File: src/matrix4_vector_transform_core_defines.svh
// Assertion helpers for the transform core.
`ifndef MATRIX4_VECTOR_TRANSFORM_CORE_DEFINES_SVH
`define MATRIX4_VECTOR_TRANSFORM_CORE_DEFINES_SVH

// Same-cycle implication, checked out of reset.
`define MVT_ASSERT_NOW(lbl, ante, cons, msg) \
  lbl: assert property (@(posedge clk_i) disable iff (!rst_ni) (ante) |-> (cons)) \
    else $error(msg);

// Next-cycle implication, checked out of reset.
`define MVT_ASSERT_NEXT(lbl, ante, cons, msg) \
  lbl: assert property (@(posedge clk_i) disable iff (!rst_ni) (ante) |=> (cons)) \
    else $error(msg);

`endif

File: src/mvt_pkg.sv
package mvt_pkg;

  localparam int DATA_WIDTH = 32;
  localparam int FRAC_BITS  = 16;
  localparam int DIM        = 4;
  localparam int IDX_W      = $clog2(DIM);

  // accumulator widths: product, pair sum, four-term sum
  localparam int PROD_W = 2 * DATA_WIDTH;
  localparam int PAIR_W = PROD_W + 1;
  localparam int SUM_W  = PROD_W + 2;

  // input tdata layout, lowest bit first
  localparam int ROW_LSB     = 0;
  localparam int COL_LSB     = ROW_LSB + IDX_W;
  localparam int VAL_LSB     = COL_LSB + IDX_W;
  localparam int VEC_LSB     = VAL_LSB + DATA_WIDTH;
  localparam int IN_BITS     = VEC_LSB + DIM * DATA_WIDTH;
  localparam int IN_TDATA_W  = ((IN_BITS + 7) / 8) * 8;
  localparam int OUT_BITS    = DIM * DATA_WIDTH;
  localparam int OUT_TDATA_W = ((OUT_BITS + 7) / 8) * 8;

  localparam int QDEPTH = 4;
  localparam int QPTR_W = $clog2(QDEPTH);
  localparam int QCNT_W = $clog2(QDEPTH + 1);

  typedef logic signed [DATA_WIDTH-1:0] word_t;

  typedef enum logic {
    REQ_LOAD  = 1'b0,
    REQ_XFORM = 1'b1
  } req_e;

  typedef struct packed {
    req_e                  kind;
    logic [IDX_W-1:0]      row;
    logic [IDX_W-1:0]      col;
    word_t                 value;
    word_t [DIM-1:0]       vec;
  } item_t;

  typedef struct packed {
    logic [QCNT_W-1:0] count;
    logic              full;
    logic              empty;
  } qstat_t;

  localparam logic [SUM_W-1:0] ROUND_HALF = SUM_W'(1) << (FRAC_BITS - 1);
  localparam word_t            FIX_ONE    = DATA_WIDTH'(1) << FRAC_BITS;
  localparam word_t            FIX_ZERO   = '0;
  localparam word_t            WORD_MAX   = {1'b0, {(DATA_WIDTH-1){1'b1}}};
  localparam word_t            WORD_MIN   = {1'b1, {(DATA_WIDTH-1){1'b0}}};

endpackage

File: src/mvt_queue.sv
module mvt_queue
  import mvt_pkg::*;
(
  input  logic   clk_i,
  input  logic   rst_ni,
  input  logic   push_i,
  input  item_t  item_i,
  input  logic   pop_i,
  output item_t  item_o,
  output qstat_t stat_o
);

  item_t             mem_q [QDEPTH];
  logic [QPTR_W-1:0] wr_ptr_q, wr_ptr_d;
  logic [QPTR_W-1:0] rd_ptr_q, rd_ptr_d;
  logic [QCNT_W-1:0] count_q, count_d;

  always_comb begin
    wr_ptr_d = push_i ? wr_ptr_q + QPTR_W'(1) : wr_ptr_q;
    rd_ptr_d = pop_i  ? rd_ptr_q + QPTR_W'(1) : rd_ptr_q;
    count_d  = count_q + QCNT_W'(push_i) - QCNT_W'(pop_i);
  end

  always_ff @(posedge clk_i or negedge rst_ni) begin
    if (!rst_ni) begin
      wr_ptr_q <= '0;
      rd_ptr_q <= '0;
      count_q  <= '0;
    end else begin
      wr_ptr_q <= wr_ptr_d;
      rd_ptr_q <= rd_ptr_d;
      count_q  <= count_d;
    end
  end

  always_ff @(posedge clk_i) begin
    if (push_i) begin
      mem_q[wr_ptr_q] <= item_i;
    end
  end

  assign item_o       = mem_q[rd_ptr_q];
  assign stat_o.count = count_q;
  assign stat_o.full  = (count_q == QCNT_W'(QDEPTH));
  assign stat_o.empty = (count_q == '0);

endmodule

File: config.mk
export PLATFORM = sky130hd
export DESIGN_NAME = mvt_queue
export DESIGN_NICKNAME = d
export VERILOG_FILES = /design/src/matrix4_vector_transform_core_defines.svh /design/src/mvt_pkg.sv /design/src/mvt_queue.sv
export SDC_FILE = /design/constraint.sdc
export NUM_CORES = 1
export LEC_CHECK = 0
export BUFFER_PORTS_ARGS = -buffer_cell sky130_fd_sc_hd__buf_4
export CAP_MARGIN = 20
export CORE_MARGIN = 10
export CORE_UTILIZATION = 50
export CTS_CLUSTER_SIZE = 40
export DETAILED_ROUTE_END_ITERATION = 8
export PLACE_DENSITY_LB_ADDON = 0.08
export SYNTH_ARGS = -nofsm -noshare
export SYNTH_HDL_FRONTEND = slang
export SYNTH_SLANG_ARGS = --single-unit
File: constraint.sdc
create_clock -name clk_i -period 5.9 [get_ports clk_i]
set_input_delay 1.475 -clock clk_i [delete_from_list [all_inputs] [get_ports clk_i]]
set_output_delay 1.475 -clock clk_i [all_outputs]
set_load 0.05 [all_outputs]
==> impl_results.md <==
* Leakage at between 0.01 and 0.015 uW
* Clock Sinks at between 600 and 700
* Die Area at 57600 sq um
* VDD IR max at 361 uV
* Gr usage total at 17.4%
* Post-CTS setup buffers at 0
* Hold depth at 1
* Worst hold slack at 0.538 ns
* Critical path class: reg2out
* Max-slew violation count at 0
* Fin. Hold Viols at 0
* Post-cts sizing count at 0
* IO Pins at 339
* Initial antenna violation count at 3
* Worst Path Required at 4.43 ns
* # rows at 80
* Vias at 10635
* Post-synthesis sequential area ratio at 82.6%
* #FFs+latches synth at 667
* Minimum clock period at roughly 4.2 ns
* Clk buf depth at 3
* Min-delay src: wr_ptr_q[0]
* Cts bufs inserted at 69
* CTS tree: done
* Vias per cell at about 5.4
* Fin crit share at 70.7%
* Nature of the critical path endpoint: output pin
* GRT Max-Usage Layer: met2
* Clk slew on worst S/H paths at 0.06 ns
* Status: finished clean
* Worst Hold End: wr_ptr_q[0]
* Max stage delay on crit path at just under 0.8 ns
* Worst reg-to-reg path cell count at 4
* First-pass GRT wire length at 73600 um
* Share of layout cells above drive strength 1 at 45.8%
* Worst flop-to-flop path startpoint: wr_ptr_q[0]
* Routed WL at 50000 um
* Worst-Margin Slew at 1.06 ns
* Core box area at 47800 sq um
* Root buffer cell: clkbuf_16
* Dpl hpwl at 30100 um
* Remaining Overflow, GRT at 0
* Mapped Avg Cell Area at between 20 and 30 sq um
* Synth Net Count at 1072
* Die Span X at between 200 and 250 um
* Reg2reg end: mem_q[0][91]
* Worst rel slew slack at 29.2%
* RSZ-0062 raised after global routing: no
* Max cap viols at 0
* Crit-path max FO at 100
* Final ANT Viol Nets at 0
* Vias in the first global route at about 11000
* Avg WL per Cell at 25.6 um
* GP Congestion at 0.705
* Setup Total Neg Slack at 0 ns
* CP top delay family: flip-flops
* Setup WS pre-CTS at 2.30 ns
* Post-Synthesis Cells at 896
* Final Worst Setup Slack at 1.73 ns
* Drt first-iter violations at 829
* Layout Nets at 1459
* Final setup vio count at 0
* Synthesized area at 24200 sq um
* CP max-delay cell: dfrtp_4
* Arr. time, crit path at 2.70 ns
* Worst Clk Skew at 0.0154 ns
* Hold crit path type: reg2reg
* Yosys cell types at 19
* R2R Setup Slk at 3.55 ns
* GR Util met2 at 27.9%
* Skew-Pair Late Insertion Delay at 0.58 ns
* Fmax at 0.240 GHz
* Synthesis Warnings at 0
* Drt drc at 0
* WP buf/inv at 2
* Startpoint Class: flip-flop
* Pwr Density at approximately 590 nW/um^2
* Grt met1 use at 21.8%
* Area growth from synthesis to layout at 22.4%
* Pre-antenna DRT Iters at 5
* Met3 Resource Use GR at 5.97%
* H-tree lvl count at 3
* Crit-path cells: buf_12 -> mux4_2 -> buf_4
* Count of input and output buffers at 338
* Die H at around 240 um
* Initial Util at 50.6%
* Largest net degree at the start of global routing at 101
* CTS hold repair buffers at 0
-- through the flow --
step | util, % | area [sq um] | instances | power (uW)
6_report | 61.9 | 29600 | 1952 | 17600
3_5_place_dp | 57.4 | 27500 | 1827 | 13700
5_1_grt | 61.9 | 29600 | 1952 | 18300
3_3_place_gp | 57.4 | 27500 | 1827 | 13700
4_1_cts | 61.9 | 29600 | 1950 | 17900
2_1_floorplan | - | 24200 | 896 | 11700
-- registers in the layout, summed over array words and instances (netlist names) --
name	cells
wr_ptr_q	2
rd_ptr_q	2
mem_q	660
count_q	3
-- synthesized netlist by cell type, drive strengths merged --
master	instances	area (sq um)
clkbuf	1	3.75
xnor2	3	26.3
o21ai	1	5.00
xor2	2	17.5
buf	36	284
fa	1	20.0
and3	1	6.26
nand2	2	7.51
nor3	1	5.00
mux4	165	3720
edfxtp	660	19800
inv	6	22.5
and2	4	25.0
ha	6	75.1
dfrtp	7	175
-- logic make-up (layout without fill, tap and decap cells) --
logic type / after synthesis / after routing / share of synthesized area, %
AO/OA/AOI/OAI: 1 / 1 / 0.0207
AND/OR/NAND/NOR: 8 / 8 / 0.181
multiplexers: 165 / 165 / 15.4
buffers and inverters: 43 / 482 / 1.28
XOR/XNOR: 5 / 5 / 0.181
flip-flops: 667 / 667 / 82.6
adder cells (fa/ha/maj): 7 / 7 / 0.393
other: 0 / 2 / 0
-- metal layers --
metal	up-vias	routed length [um]	part of all wire, %
li1	4673	-	-
met1	5618	19500	39
met2	279	25300	51
met3	63	4110	8.2
met4	2	981	2.0
met5	-	20	0.040
-- where the power goes --
group | leakage (uW) | switching [uW] | internal, uW | total (uW)
registers | 0.00614 | 235 | 6200 | 6430
logic | 0.00292 | 4690 | 2330 | 7020
clock network | 0.00105 | 1670 | 2440 | 4100
-- worst max-delay path by stage --
stage | from | to | cells after the start
after detailed placement | rd_ptr_q[1] | item_o[87] | 3
final | rd_ptr_q[1] | item_o[4] | 3
after global routing | rd_ptr_q[1] | item_o[7] | 3
after CTS | rd_ptr_q[1] | item_o[69] | 3
after floorplan | push_i | mem_q[0][0] | 1
after global placement | rd_ptr_q[1] | item_o[69] | 3
-- final cells by class --
type	count	area, sq um
antenna	2	5.00
clock buffer	92	1910
sequential	667	20000
inverter	6	22.5
fill	3355	18200
clock inverter	31	233
multi-input combinational	186	3910
timing repair buffer	353	2780
tap	615	769
-- placed cells by master (no fill, tap or decap), types with 3 or more instances in the layout --
cell type  netlist  routed
edfxtp_1       660     660
buf_4            1     343
mux4_2         165     165
clkbuf_16        0      73
clkbuf_1         1      18
clkinv_1         0      18
buf_12           0      10
clkinv_2         0       9
inv_1            6       6
ha_1             6       6
dfrtp_1          7       5
and2_4           0       4
bufinv_16        0       4
xnor2_1          3       3
Note: power is estimated with default switching activity, not from simulation.
